<file path="config.mk">
export PLATFORM = sky130hd
export DESIGN_NAME = ack_retry_gateway_failover_core
export DESIGN_NICKNAME = d
export VERILOG_FILES = /design/src/rtl/ack_rgf_pkg.sv /design/src/rtl/ack_retry_gateway_failover_core.sv /design/src/rtl/ack_rgf_step.sv
export SDC_FILE = /design/constraint.sdc
export NUM_CORES = 1
export LEC_CHECK = 0
export BUFFER_PORTS_ARGS = -buffer_cell sky130_fd_sc_hd__buf_2
export CAP_MARGIN = 30
export CORE_ASPECT_RATIO = 2
export CORE_MARGIN = 5
export CORE_UTILIZATION = 65
export CTS_CLUSTER_DIAMETER = 40
export DETAILED_ROUTE_END_ITERATION = 6
export PLACE_DENSITY_LB_ADDON = 0.08
export SYNTH_ARGS = -nofsm -noshare
export SYNTH_HDL_FRONTEND = slang
export SYNTH_SLANG_ARGS = --single-unit
export TNS_END_PERCENT = 100
</file>
<file path="constraint.sdc">
create_clock -name clk_i -period 22.5 [get_ports clk_i]
set_input_delay 2.25 -clock clk_i [delete_from_list [all_inputs] [get_ports clk_i]]
set_output_delay 2.25 -clock clk_i [all_outputs]
set_load 0.05 [all_outputs]
</file>
<file path="src/rtl/ack_rgf_pkg.sv">
package ack_rgf_pkg;

  // fixed field widths
  localparam int unsigned NumGateways = 3;
  localparam int unsigned MaskW       = 3;
  localparam int unsigned GwW         = 2;
  localparam int unsigned AttW        = $clog2(NumGateways + 1);
  localparam int unsigned RetryW      = 4;
  localparam int unsigned TickW       = 16;
  localparam int unsigned TimerW      = TickW + (1 << RetryW) - 1;
  localparam int unsigned SeqW        = 32;
  localparam int unsigned CntW        = 32;
  localparam int unsigned CfgIdxW     = 2;
  localparam int unsigned CfgDataW    = 16;

  // register reset values
  localparam logic [MaskW-1:0]  MaskReset    = MaskW'(1);
  localparam logic [RetryW-1:0] RetriesReset = RetryW'(2);
  localparam logic [TickW-1:0]  TimeoutReset = TickW'(500);
  localparam logic [TickW-1:0]  BaseReset    = TickW'(100);

  typedef enum logic [2:0] {
    CmdStart  = 3'd0,
    CmdAccept = 3'd1,
    CmdReject = 3'd2,
    CmdAck    = 3'd3,
    CmdTick   = 3'd4
  } cmd_e;

  typedef enum logic [1:0] {
    PhIdle    = 2'd0,
    PhSend    = 2'd1,
    PhAck     = 2'd2,
    PhBackoff = 2'd3
  } phase_e;

  typedef enum logic [1:0] {
    ActSend = 2'd0,
    ActDone = 2'd1,
    ActFail = 2'd2
  } action_e;

  typedef enum logic [CfgIdxW-1:0] {
    RegMask    = 2'd0,
    RegRetries = 2'd1,
    RegTimeout = 2'd2,
    RegBase    = 2'd3
  } cfg_reg_e;

  typedef struct packed {
    logic [MaskW-1:0]  mask;
    logic [RetryW-1:0] retries;
    logic [TickW-1:0]  timeout;
    logic [TickW-1:0]  base;
  } cfg_t;

  typedef struct packed {
    phase_e             phase;
    logic [GwW-1:0]     last_good;
    logic [GwW-1:0]     first_gw;
    logic [AttW-1:0]    att_idx;
    logic [GwW-1:0]     cur_gw;
    logic [RetryW-1:0]  retry_idx;
    logic [TimerW-1:0]  timer;
    logic [SeqW-1:0]    exp_seq;
    logic [CntW-1:0]    att_cnt;
    logic [CntW-1:0]    succ_cnt;
    logic [CntW-1:0]    fail_cnt;
  } state_t;

  typedef struct packed {
    action_e           action;
    logic [GwW-1:0]    gateway;
    logic [RetryW-1:0] retry;
    logic              store;
  } result_t;

endpackage

</file>
<file path="src/rtl/ack_retry_gateway_failover_core.sv">
// channel   direction  handshake                  payload
// in        input      in_valid_i / in_ready_o    command_i, seq_i
// out       output     out_valid_o / out_ready_i  action_o, gateway_o, retry_o,
//                                                 store_last_gateway_o, attempt_cnt_o,
//                                                 success_cnt_o, failure_cnt_o
// cfg       input      cfg_valid_i / cfg_ready_o  cfg_index_i, cfg_data_i
//
// one request per cycle sustained while out_ready_i is not held low; a result is written to
// the result register after the request passes the input register and the combinational
// state update. the rate is set by the state update loop.
// reset puts the configuration registers at their defaults and the controller idle, no clearing pass.
// a stalled result holds the pipe only once the input register is also full.
module ack_retry_gateway_failover_core (
  input  logic                                 clk_i,
  input  logic                                 rst_ni,
  input  logic                                 in_valid_i,
  output logic                                 in_ready_o,
  input  logic [2:0]                           command_i,
  input  logic [ack_rgf_pkg::SeqW-1:0]         seq_i,
  output logic                                 out_valid_o,
  input  logic                                 out_ready_i,
  output logic [1:0]                           action_o,
  output logic [ack_rgf_pkg::GwW-1:0]          gateway_o,
  output logic [ack_rgf_pkg::RetryW-1:0]       retry_o,
  output logic                                 store_last_gateway_o,
  output logic [ack_rgf_pkg::CntW-1:0]         attempt_cnt_o,
  output logic [ack_rgf_pkg::CntW-1:0]         success_cnt_o,
  output logic [ack_rgf_pkg::CntW-1:0]         failure_cnt_o,
  input  logic                                 cfg_valid_i,
  output logic                                 cfg_ready_o,
  input  logic [ack_rgf_pkg::CfgIdxW-1:0]      cfg_index_i,
  input  logic [ack_rgf_pkg::CfgDataW-1:0]     cfg_data_i
);

  logic                               in_valid_q;
  logic [2:0]                         cmd_q;
  logic [ack_rgf_pkg::SeqW-1:0]       seq_q;
  ack_rgf_pkg::state_t                state_q;
  ack_rgf_pkg::state_t                state_d;
  ack_rgf_pkg::cfg_t                  cfg_q;
  ack_rgf_pkg::result_t               res_d;
  ack_rgf_pkg::result_t               res_q;
  logic                               emit_d;
  logic                               out_valid_q;
  logic [ack_rgf_pkg::CntW-1:0]       att_q;
  logic [ack_rgf_pkg::CntW-1:0]       succ_q;
  logic [ack_rgf_pkg::CntW-1:0]       fail_q;
  logic                               fire;

  // process the staged request once the result slot is free
  assign fire        = in_valid_q && (!out_valid_q || out_ready_i);
  assign in_ready_o  = !in_valid_q || fire;
  assign cfg_ready_o = 1'b1;

  ack_rgf_step u_step (
    .st_i   (state_q),
    .cfg_i  (cfg_q),
    .cmd_i  (cmd_q),
    .seq_i  (seq_q),
    .nxt_o  (state_d),
    .emit_o (emit_d),
    .res_o  (res_d)
  );

  // input register
  always_ff @(posedge clk_i or negedge rst_ni) begin
    if (!rst_ni) begin
      in_valid_q <= 1'b0;
    end else if (in_ready_o) begin
      in_valid_q <= in_valid_i;
    end
  end

  always_ff @(posedge clk_i) begin
    if (in_valid_i && in_ready_o) begin
      cmd_q <= command_i;
      seq_q <= seq_i;
    end
  end

  // configuration registers
  always_ff @(posedge clk_i or negedge rst_ni) begin
    if (!rst_ni) begin
      cfg_q.mask    <= ack_rgf_pkg::MaskReset;
      cfg_q.retries <= ack_rgf_pkg::RetriesReset;
      cfg_q.timeout <= ack_rgf_pkg::TimeoutReset;
      cfg_q.base    <= ack_rgf_pkg::BaseReset;
    end else if (cfg_valid_i && cfg_ready_o) begin
      unique case (ack_rgf_pkg::cfg_reg_e'(cfg_index_i))
        ack_rgf_pkg::RegMask:    cfg_q.mask    <= cfg_data_i[ack_rgf_pkg::MaskW-1:0];
        ack_rgf_pkg::RegRetries: cfg_q.retries <= cfg_data_i[ack_rgf_pkg::RetryW-1:0];
        ack_rgf_pkg::RegTimeout: cfg_q.timeout <= cfg_data_i[ack_rgf_pkg::TickW-1:0];
        ack_rgf_pkg::RegBase:    cfg_q.base    <= cfg_data_i[ack_rgf_pkg::TickW-1:0];
        default: begin
        end
      endcase
    end
  end

  // controller state, all-zero is idle
  always_ff @(posedge clk_i or negedge rst_ni) begin
    if (!rst_ni) begin
      state_q <= '0;
    end else if (fire) begin
      state_q <= state_d;
    end
  end

  // result register
  always_ff @(posedge clk_i or negedge rst_ni) begin
    if (!rst_ni) begin
      out_valid_q <= 1'b0;
    end else if (fire && emit_d) begin
      out_valid_q <= 1'b1;
    end else if (out_ready_i) begin
      out_valid_q <= 1'b0;
    end
  end

  always_ff @(posedge clk_i) begin
    if (fire && emit_d) begin
      res_q  <= res_d;
      att_q  <= state_d.att_cnt;
      succ_q <= state_d.succ_cnt;
      fail_q <= state_d.fail_cnt;
    end
  end

  assign out_valid_o          = out_valid_q;
  assign action_o             = res_q.action;
  assign gateway_o            = res_q.gateway;
  assign retry_o              = res_q.retry;
  assign store_last_gateway_o = res_q.store;
  assign attempt_cnt_o        = att_q;
  assign success_cnt_o        = succ_q;
  assign failure_cnt_o        = fail_q;

  // a failure result carries the bumped failure count
  assert property (@(posedge clk_i) disable iff (!rst_ni)
    (fire && emit_d && res_d.action == ack_rgf_pkg::ActFail) |=>
      (failure_cnt_o == $past(state_q.fail_cnt) + ack_rgf_pkg::CntW'(1)))
    else $error("failure count not advanced with failure result");

  // a send result leaves the controller awaiting accept or reject
  assert property (@(posedge clk_i) disable iff (!rst_ni)
    (fire && emit_d && res_d.action == ack_rgf_pkg::ActSend) |=>
      (state_q.phase == ack_rgf_pkg::PhSend))
    else $error("send issued without entering send pending");

  // store flag only on delivery
  assert property (@(posedge clk_i) disable iff (!rst_ni)
    (out_valid_o && store_last_gateway_o) |-> (action_o == ack_rgf_pkg::ActDone))
    else $error("store flag on non-delivery result");

  // a staged request that cannot proceed is held
  assert property (@(posedge clk_i) disable iff (!rst_ni)
    (in_valid_q && !fire) |=> (in_valid_q && $stable(cmd_q) && $stable(seq_q)))
    else $error("staged request lost while result stalled");

endmodule

</file>
<file path="src/rtl/ack_rgf_step.sv">
module ack_rgf_step (
  input  ack_rgf_pkg::state_t                 st_i,
  input  ack_rgf_pkg::cfg_t                   cfg_i,
  input  logic [2:0]                          cmd_i,
  input  logic [ack_rgf_pkg::SeqW-1:0]        seq_i,
  output ack_rgf_pkg::state_t                 nxt_o,
  output logic                                emit_o,
  output ack_rgf_pkg::result_t                res_o
);

  typedef struct packed {
    logic                              found;
    logic [ack_rgf_pkg::AttW-1:0]      att;
    logic [ack_rgf_pkg::GwW-1:0]       gw;
  } seek_t;

  // round-robin search for the first valid gateway at or after position from
  function automatic seek_t seek(input logic [ack_rgf_pkg::AttW-1:0]  from,
                                 input logic [ack_rgf_pkg::GwW-1:0]   start,
                                 input logic [ack_rgf_pkg::MaskW-1:0] mask);
    seek_t                         r;
    logic [ack_rgf_pkg::GwW:0]     g;
    r = '0;
    for (int a = ack_rgf_pkg::NumGateways - 1; a >= 0; a--) begin
      g = {1'b0, start} + (ack_rgf_pkg::GwW + 1)'(a);
      if (g >= (ack_rgf_pkg::GwW + 1)'(ack_rgf_pkg::NumGateways)) begin
        g = g - (ack_rgf_pkg::GwW + 1)'(ack_rgf_pkg::NumGateways);
      end
      if ((a >= int'(from)) && (g < (ack_rgf_pkg::GwW + 1)'(ack_rgf_pkg::MaskW)) &&
          mask[g[ack_rgf_pkg::GwW-1:0]]) begin
        r.found = 1'b1;
        r.att   = ack_rgf_pkg::AttW'(a);
        r.gw    = g[ack_rgf_pkg::GwW-1:0];
      end
    end
    return r;
  endfunction

  logic                              do_backoff;
  logic                              do_advance;
  logic                              do_seek;
  logic [ack_rgf_pkg::AttW-1:0]      seek_from;
  logic [ack_rgf_pkg::TimerW-1:0]    tick_t;
  logic [ack_rgf_pkg::TimerW-1:0]    boff_t;
  logic [ack_rgf_pkg::RetryW:0]      retry_nx;
  seek_t                             sk;

  always_comb begin
    nxt_o      = st_i;
    emit_o     = 1'b0;
    res_o      = '0;
    do_backoff = 1'b0;
    do_advance = 1'b0;
    do_seek    = 1'b0;
    seek_from  = '0;
    tick_t     = st_i.timer;
    boff_t     = '0;
    retry_nx   = {1'b0, st_i.retry_idx} + (ack_rgf_pkg::RetryW + 1)'(1);
    sk         = '0;

    // decode the request
    unique case (ack_rgf_pkg::cmd_e'(cmd_i))
      ack_rgf_pkg::CmdStart: begin
        if (st_i.phase == ack_rgf_pkg::PhIdle) begin
          nxt_o.att_cnt = st_i.att_cnt + ack_rgf_pkg::CntW'(1);
          nxt_o.exp_seq = seq_i;
          nxt_o.first_gw = ({1'b0, st_i.last_good} <
                            (ack_rgf_pkg::GwW + 1)'(ack_rgf_pkg::NumGateways)) ?
                           st_i.last_good : '0;
          do_seek = 1'b1;
        end
      end
      ack_rgf_pkg::CmdAccept: begin
        if (st_i.phase == ack_rgf_pkg::PhSend) begin
          nxt_o.timer = '0;
          nxt_o.phase = ack_rgf_pkg::PhAck;
        end
      end
      ack_rgf_pkg::CmdReject: begin
        do_backoff = (st_i.phase == ack_rgf_pkg::PhSend);
      end
      ack_rgf_pkg::CmdAck: begin
        if ((st_i.phase == ack_rgf_pkg::PhAck) && (seq_i == st_i.exp_seq)) begin
          nxt_o.succ_cnt  = st_i.succ_cnt + ack_rgf_pkg::CntW'(1);
          nxt_o.last_good = st_i.cur_gw;
          nxt_o.phase     = ack_rgf_pkg::PhIdle;
          emit_o          = 1'b1;
          res_o.action    = ack_rgf_pkg::ActDone;
          res_o.gateway   = st_i.cur_gw;
          res_o.retry     = st_i.retry_idx;
          res_o.store     = (st_i.cur_gw != st_i.first_gw);
        end
      end
      ack_rgf_pkg::CmdTick: begin
        if (st_i.phase == ack_rgf_pkg::PhAck) begin
          tick_t      = st_i.timer + ack_rgf_pkg::TimerW'(1);
          nxt_o.timer = tick_t;
          do_backoff  = (tick_t >= ack_rgf_pkg::TimerW'(cfg_i.timeout));
        end else if (st_i.phase == ack_rgf_pkg::PhBackoff) begin
          if (st_i.timer != '0) begin
            tick_t = st_i.timer - ack_rgf_pkg::TimerW'(1);
          end
          nxt_o.timer = tick_t;
          do_advance  = (tick_t == '0);
        end
      end
      default: begin
      end
    endcase

    // backoff start, zero length falls straight through
    if (do_backoff) begin
      boff_t      = ack_rgf_pkg::TimerW'(cfg_i.base) << st_i.retry_idx;
      nxt_o.timer = boff_t;
      if (boff_t == '0) begin
        do_advance = 1'b1;
      end else begin
        nxt_o.phase = ack_rgf_pkg::PhBackoff;
      end
    end

    // next retry on this gateway or fail over
    if (do_advance) begin
      if (retry_nx < {1'b0, cfg_i.retries}) begin
        nxt_o.retry_idx = retry_nx[ack_rgf_pkg::RetryW-1:0];
        nxt_o.phase     = ack_rgf_pkg::PhSend;
        emit_o          = 1'b1;
        res_o.action    = ack_rgf_pkg::ActSend;
        res_o.gateway   = st_i.cur_gw;
        res_o.retry     = retry_nx[ack_rgf_pkg::RetryW-1:0];
      end else begin
        do_seek   = 1'b1;
        seek_from = st_i.att_idx + ack_rgf_pkg::AttW'(1);
      end
    end

    // gateway search
    if (do_seek) begin
      sk     = seek(seek_from, nxt_o.first_gw, cfg_i.mask);
      emit_o = 1'b1;
      if (sk.found) begin
        nxt_o.att_idx   = sk.att;
        nxt_o.cur_gw    = sk.gw;
        nxt_o.retry_idx = '0;
        nxt_o.phase     = ack_rgf_pkg::PhSend;
        res_o.action    = ack_rgf_pkg::ActSend;
        res_o.gateway   = sk.gw;
      end else begin
        nxt_o.att_idx  = '0;
        nxt_o.fail_cnt = st_i.fail_cnt + ack_rgf_pkg::CntW'(1);
        nxt_o.phase    = ack_rgf_pkg::PhIdle;
        res_o.action   = ack_rgf_pkg::ActFail;
      end
    end
  end

endmodule
</file>
==> summary.txt, run 1 <==
Pwr
  – Sw Pwr: 0.704 mW
  – Pwr per Cell Area: about 94 nW/um2
  – Register share of total power: roughly two fifths
  – Combinational Power Share: ~28%
  – Sw Ratio: a little over a third
  – Total power: between 2 and 2.5 mW
  – Clock share of power: 29.9%
  – Max VDD drop: 82.7 uV
  – Leak pwr: 9.05 nW
  – Int Pwr: 1.31 mW

Clock network
  – H-tree depth: 2
  – Clock latency on the worst-skew pair: 0.54 ns
  – Clock Sinks: ~350
  – Cts hold-fix bufs: 0
  – Max clock buf depth: 3
  – Reg clk slew, reported paths: around 0.07 ns
  – CTS buffer count: 35
  – Post-CTS Setup Inserts: 0
  – Root Buffer: clkbuf_16
  – CTS tree: yes
  – Post-cts resize count: 0

Synth
  – Synth Area in XOR/XNOR: 11.8%
  – Cells after Synth: about 1,800
  – Post-synth ARST share: between 60 and 70%
  – Post-synthesis area per instance: approximately 11 um2
  – Adder and majority gate portion of the synthesized area: under 10%
  – Primary FF master, synth: dfrtp_1
  – Post-Synth Simple-Gate Area: between 10% and 20%
  – Main combinational cell family by area after synthesis: simple AND/OR/NAND/NOR gates
  – Proportion of synthesized area in mux cells: 8.71%
  – Number of synthesized register bits: 354
  – Post-Syn Area: between 15,000 and 20,000 um2
  – Post-synthesis compound-gate area fraction: 7.74%
  – Post-synthesis sequential area ratio: roughly 50%
  – Post-synth EDFFs: 140
  – Mapped Nets: 1,900
  – Ys Warns: 0
  – Synth cell types: approximately 80

Placement
  – DP Area: ~20,000 um2
  – PortBufs: between 150 and 200
  – Post-detail-place hpwl: 36.9 mm
  – GPL Wtd Cong: between 0.9 and 1

Critical path
  – Crit-path max cell delay: between 0.8 and 0.9 ns
  – Worst-path fanout max: slightly above 70
  – Worst r2r dst: success_cnt_o[25]
  – CP Launch Type: register
  – Slowest CP cell: buf_4
  – Crit path DAT: 6.79 ns
  – Reg2reg start: state_q[128]
  – Worst reg2reg path depth: 18
  – Data required time at the worst endpoint: about 23 ns
  – CP Capture Type: register
  – CP Launch Point: state_q[128]
  – Crit path to: success_cnt_o[25]
  – Setup Crit Path Kind: reg2reg
  – Reg2reg setup slack: 15.88 ns
  – Crit-path cells: ha_1 > nand4_1 > nor3_2 > and3_1 > xor2_1 > ha_1 > nand4_1 > or4_1 > a21oi_1 > o31ai_1 > nand3_1 > o31a_1 > nor2b_1 > o21a_1 > or2_2 > nor2_1 > nor2_4 > buf_4

Timing
  – Final setup viols: 0
  – Tcrit/Tclk final: just under 30%
  – Post-route setup TNS: 0 ns
  – Slew @ Worst Pin: between 1 and 1.5 ns
  – Skew final: approximately 0.017 ns
  – Minimum clock period after layout: 6.62 ns
  – RSZ-0062 raised after global routing: no
  – Final hold vios: 0
  – Max Freq: 0.151 GHz
  – Fin. max-slew vios: 0
  – Max-slew headroom: about a third

Drt
  – Via/cell ratio: between 6 and 7
  – Drt pass-1 iters: 5
  – Wirelength per Cell: ~22 um
  – DR vias: around 14,000
  – Detailed Route Iter0 Violations: approximately 1,000
  – Residual DRC count: 0
  – Final ANT Viol Nets: 0
  – Total wire length: approximately 51 mm

Global route
  – Initial antenna violation count: 0
  – All-Layer GR Usage: ~30%
  – Overflow left after global routing: 0
  – Number of global-route vias before repair: 14,700
  – First-pass GRT wire length: around 79 mm
  – Largest net degree at the start of global routing: 84

Layout
  – Most common cell after layout, fill and taps aside: dfrtp_1
  – Layout cells sized above 1: roughly a fifth
  – Design area: between 20,000 and 25,000 um2
  – NumNets Final: 2,015
  – Diode count: 0
  – Most frequent cells in the layout: dfrtp_1 (203), nand2_1 (197), xnor2_1 (164), buf_2 (164), edfxtp_1 (140)
  – Area Overhead vs Synth: 11.3%

Floorplan
  – Die Ht: between 200 and 300 um
  – Rows: between 80 and 90
  – Core Region: about 30,000 um2
  – Die X: 132 um
  – Initial core utilization: approximately 66%
  – I/O pin total: 166
  – Die area: between 30,000 and 40,000 um2

Run status
  – Run status: finished, final reports clean

Worst hold path
  – Hold crit path type: reg2reg

Run
  – Max cap viols: 0
-- area by class of cell --
class	instances	area [um2]
flip-flops and latches	354	9570
multi-input cells	1306	9080
fillers	2133	7960
clock buffers	49	1030
repair buffers	183	973
well taps	364	455
inverters	47	176
clock inverters	15	146
-- registers in the layout, indices dropped and copies added, names as in the netlist --
register,count
in_valid_q,1
gateway_o,2
cfg_q,39
state_q,173
failure_cnt_o,32
attempt_cnt_o,32
cmd_q,3
seq_q,32
retry_o,4
store_last_gateway_o,1
success_cnt_o,32
action_o,2
out_valid_o,1
-- critical path: cells and delay by family, from the launching register on --
kind / cells / cell delay (ns)
simple gates: 10 / 3.28
buf+inv: 1 / 0.83
compound gates: 4 / 0.81
fa+ha+maj: 2 / 0.62
flops: 1 / 0.55
xor+xnor: 1 / 0.08
-- worst min path at each step --
stage | to | startpoint | slack (ns) | cells after the start
6_report | state_q[31] | state_q[31] | 0.49 | 1
5_1_grt | state_q[31] | state_q[31] | 0.52 | 1
4_1_cts | state_q[31] | state_q[31] | 0.49 | 1
3_5_place_dp | state_q[31] | state_q[31] | 0.48 | 1
3_3_place_gp | state_q[63] | state_q[63] | 0.48 | 1
2_1_floorplan | state_q[72] | state_q[72] | 0.46 | 1
-- synth_stat cells (9+ instances only) --
| cell | instances | area share (%) |
|---|---|---|
| ha_1 | 30 | 1.9 |
| nand2b_1 | 13 | 0.42 |
| nand4_1 | 40 | 1.3 |
| o21ai_0 | 59 | 1.5 |
| and2_1 | 20 | 0.65 |
| nand3_1 | 70 | 1.8 |
| and3_1 | 49 | 1.6 |
| edfxtp_1 | 140 | 22 |
| xnor2_1 | 164 | 7.5 |
| or3_1 | 11 | 0.36 |
| clkbuf_1 | 75 | 1.5 |
| nor2_1 | 119 | 2.3 |
| xor2_1 | 96 | 4.4 |
| buf_2 | 15 | 0.39 |
| inv_1 | 46 | 0.90 |
| nor4_1 | 29 | 0.94 |
| dfstp_2 | 11 | 1.5 |
| nor2b_1 | 10 | 0.32 |
| mux2_2 | 100 | 5.8 |
| or2_2 | 9 | 0.29 |
| dfrtp_1 | 203 | 26 |
| nor3_1 | 47 | 1.2 |
| or4_1 | 9 | 0.35 |
| mux4_2 | 16 | 1.9 |
| mux2i_1 | 18 | 0.94 |
| a22o_1 | 9 | 0.41 |
| a31oi_1 | 16 | 0.52 |
| nand2_1 | 197 | 3.8 |
| a21oi_1 | 54 | 1.4 |
| o22ai_1 | 9 | 0.29 |
-- power by group through the flow --
| stage | registers (mW) | clock network (mW) | logic [mW] |
|---|---|---|---|
| floorplan | 0.819 | 0 | 0.415 |
| global placement | 0.849 | 0 | 0.544 |
| detailed placement | 0.854 | 0 | 0.553 |
| CTS | 0.842 | 0.609 | 0.559 |
| global route | 0.855 | 0.636 | 0.612 |
| finish | 0.845 | 0.600 | 0.566 |
-- cell families after synthesis --
family | after synthesis
buf+inv | 152
simple gates | 653
flops | 354
fa+ha+maj | 30
mux | 135
other cells | 1
xor+xnor | 260
compound gates | 227
-- per-layer routing --
layer / global-route usage, % / share of wire (%) / up-vias
met3: 3.88 / 5.0 / 176
li1: - / - / 6682
met1: 32.7 / 34 / 7026
met5: 0 / 0 / -
met2: 53.2 / 53 / 568
met4: 21.0 / 8.1 / 0
-- metrics by stage --
stage	hold WS, ns	cells	setup slack, ns	util, %
2_1_floorplan	0.458	1812	13.87	-
3_3_place_gp	0.477	2251	16.19	68.8
4_1_cts	0.494	2318	15.96	72.9
6_report	0.490	2318	15.88	72.9
5_1_grt	0.517	2318	15.62	72.9
3_5_place_dp	0.483	2254	15.94	68.9
(Power assumes the default switching activity.)
==> run 2: changes to the inputs <==
- CORE_UTILIZATION: 65 -> 55
- clock period: 22.5 -> 5.8 ns (I/O delays scaled with it)
==> summary.txt, run 2 (synthesis gave the netlist of run 1 again) <==
Timing
  – Post-route setup TNS: 0 ns
  – Max Freq: about 0.19 GHz
  – Final setup viols: 0
  – Slew @ Worst Pin: between 0.9 and 1 ns
  – Tcrit/Tclk final: between 90% and 100%
  – Fin. max-slew vios: 0
  – Skew final: roughly 0.016 ns
  – Max-slew headroom: between 30% and 40%
  – Final hold vios: 0
  – RSZ-0062 raised after global routing: no
  – Minimum clock period after layout: between 5 and 6 ns

Clock network
  – Post-CTS Setup Inserts: 0
  – Max clock buf depth: 3
  – CTS buffer count: 37
  – Post-cts resize count: 0
  – Clock Sinks: roughly 350
  – Root Buffer: clkbuf_16
  – CTS tree: yes
  – Reg clk slew, reported paths: approximately 0.07 ns
  – Clock latency on the worst-skew pair: 0.53 ns
  – H-tree depth: 2
  – Cts hold-fix bufs: 0

Critical path
  – Reg2reg setup slack: 0.44 ns
  – Worst-path fanout max: 13
  – Worst r2r dst: state_q[164]
  – Setup Crit Path Kind: reg2reg
  – CP Capture Type: register
  – CP Launch Type: register
  – Crit path DAT: just under 6 ns
  – Data required time at the worst endpoint: roughly 6.2 ns
  – Worst reg2reg path depth: 18
  – Reg2reg start: state_q[128]

Drt
  – Final ANT Viol Nets: 0
  – DR vias: 14,300
  – Residual DRC count: 0
  – Detailed Route Iter0 Violations: 860
  – Via/cell ratio: about 6
  – Wirelength per Cell: 21.1 um
  – Total wire length: about 51 mm
  – Drt pass-1 iters: 6

Pwr
  – Pwr per Cell Area: 368 nW/um2
  – Leak pwr: a little over 9 nW
  – Max VDD drop: between 300 and 400 uV

Floorplan
  – Rows: 97
  – I/O pin total: roughly 170
  – Die Ht: 275 um
  – Die X: between 100 and 150 um
  – Core Region: about 35,000 um2
  – Initial core utilization: 55.3%
  – Die area: approximately 40,000 um2

Global route
  – Initial antenna violation count: 2
  – First-pass GRT wire length: approximately 80 mm
  – Number of global-route vias before repair: around 15,000
  – Largest net degree at the start of global routing: 117
  – Overflow left after global routing: 0
  – All-Layer GR Usage: a little over a quarter

Run status
  – Run status: finished, final reports clean

Layout
  – Area Overhead vs Synth: 13.1%
  – NumNets Final: 2,032
  – Flip-flop count of the largest register after layout: about 170
  – Layout cells sized above 1: about a fifth
  – Fin util: roughly 63%
  – Biggest regs: state_q: 173 flops, cfg_q: 39 flops
  – Fillers: just under 3,000
  – Most frequent cells in the layout: dfrtp_1 (203), nand2_1 (197), xnor2_1 (164)
  – Most common cell after layout, fill and taps aside: dfrtp_1
  – Reg with most FFs: state_q

Placement
  – PortBufs: ~160
  – Post-detail-place hpwl: between 30 and 40 mm
  – GPL Wtd Cong: 0.989

Run
  – Max cap viols: 0

Worst hold path
  – Hold crit path type: in2async
==> run 2: changes by cell type in the layout (fill, tap and decap cells not counted), sizes merged <==
cell	delta
clkbuf	+1
diode	+2
clkinv	+3
inv	-3
bufinv	+3
clkinvlp	-1
buf	+15
==> run 2: report_power, final <==
part | total [mW] | leakage (nW) | switching [mW] | internal [mW]
Clock | 2.42 | 0.607 | 0.996 | 1.43
Sequential | 3.27 | 4.14 | 0.369 | 2.90
Combinational | 2.31 | 4.43 | 1.43 | 0.881
Total | 8.01 | 9.18 | 2.80 | 5.22
==> run 2: worst max-delay path by stage <==
stage,startpoint,end,slack (ns),cells after the start
floorplan,state_q[128],action_o[0],0.17,17
global placement,state_q[128],attempt_cnt_o[22],0.61,19
detailed placement,state_q[128],state_q[164],0.55,18
CTS,state_q[128],state_q[164],0.53,18
global route,state_q[128],state_q[164],0.1,18
finish,state_q[128],state_q[164],0.44,18
==> run 2: cell type report <==
type / instances / area [um2] / area share (%)
repair buffers: 198 / 1150 / 5.30
multi-input cells: 1306 / 9080 / 41.7
clock inverters: 17 / 226 / 1.04
flip-flops and latches: 354 / 9570 / 43.9
well taps: 445 / 557 / 2.56
diodes: 2 / 5.00 / 0.0230
inverters: 47 / 176 / 0.810
clock buffers: 50 / 1020 / 4.66
==> run 2: critical path: stages, from the launching register on <==
cell and delay, ns:
dfrtp_1 0.57, ha_1 0.30, nand4_1 0.31, nor3_2 0.24, buf_4 0.18, and3_1 0.20, xor2_1 0.17, ha_1 0.28
nand4_1 0.18, or4_1 0.14, a21oi_1 0.04, o31ai_1 0.30, nand3_1 0.23, o31a_1 0.36, nor2b_1 0.18, o21ai_1 0.60
o21ai_0 0.27, nor2_2 0.31, mux2_2 0.37
==> run 2: layer usage <==
layer  vias up  global-route usage [%]  share of wire [%]
li1       6707                       -                  -
met2       488                    46.8                 52
met4         0                    17.6                7.9
met1      6871                    28.4                 35
met5         -                       0                  0
met3       203                    3.48                4.7
==> run 2: stage by stage <==
step | cell area [um2] | hold WS [ns] | power [mW] | setup slack (ns) | instances
6_report | 21800 | 0.140 | 8.01 | 0.442 | 2419
5_1_grt | 21800 | 0.188 | 8.38 | 0.0975 | 2419
4_1_cts | 21800 | 0.184 | 8.03 | 0.535 | 2416
3_5_place_dp | 20500 | 0.477 | 5.57 | 0.554 | 2349
3_3_place_gp | 20500 | 0.479 | 5.54 | 0.607 | 2348
2_1_floorplan | 19300 | 0.284 | 4.78 | 0.167 | 1812
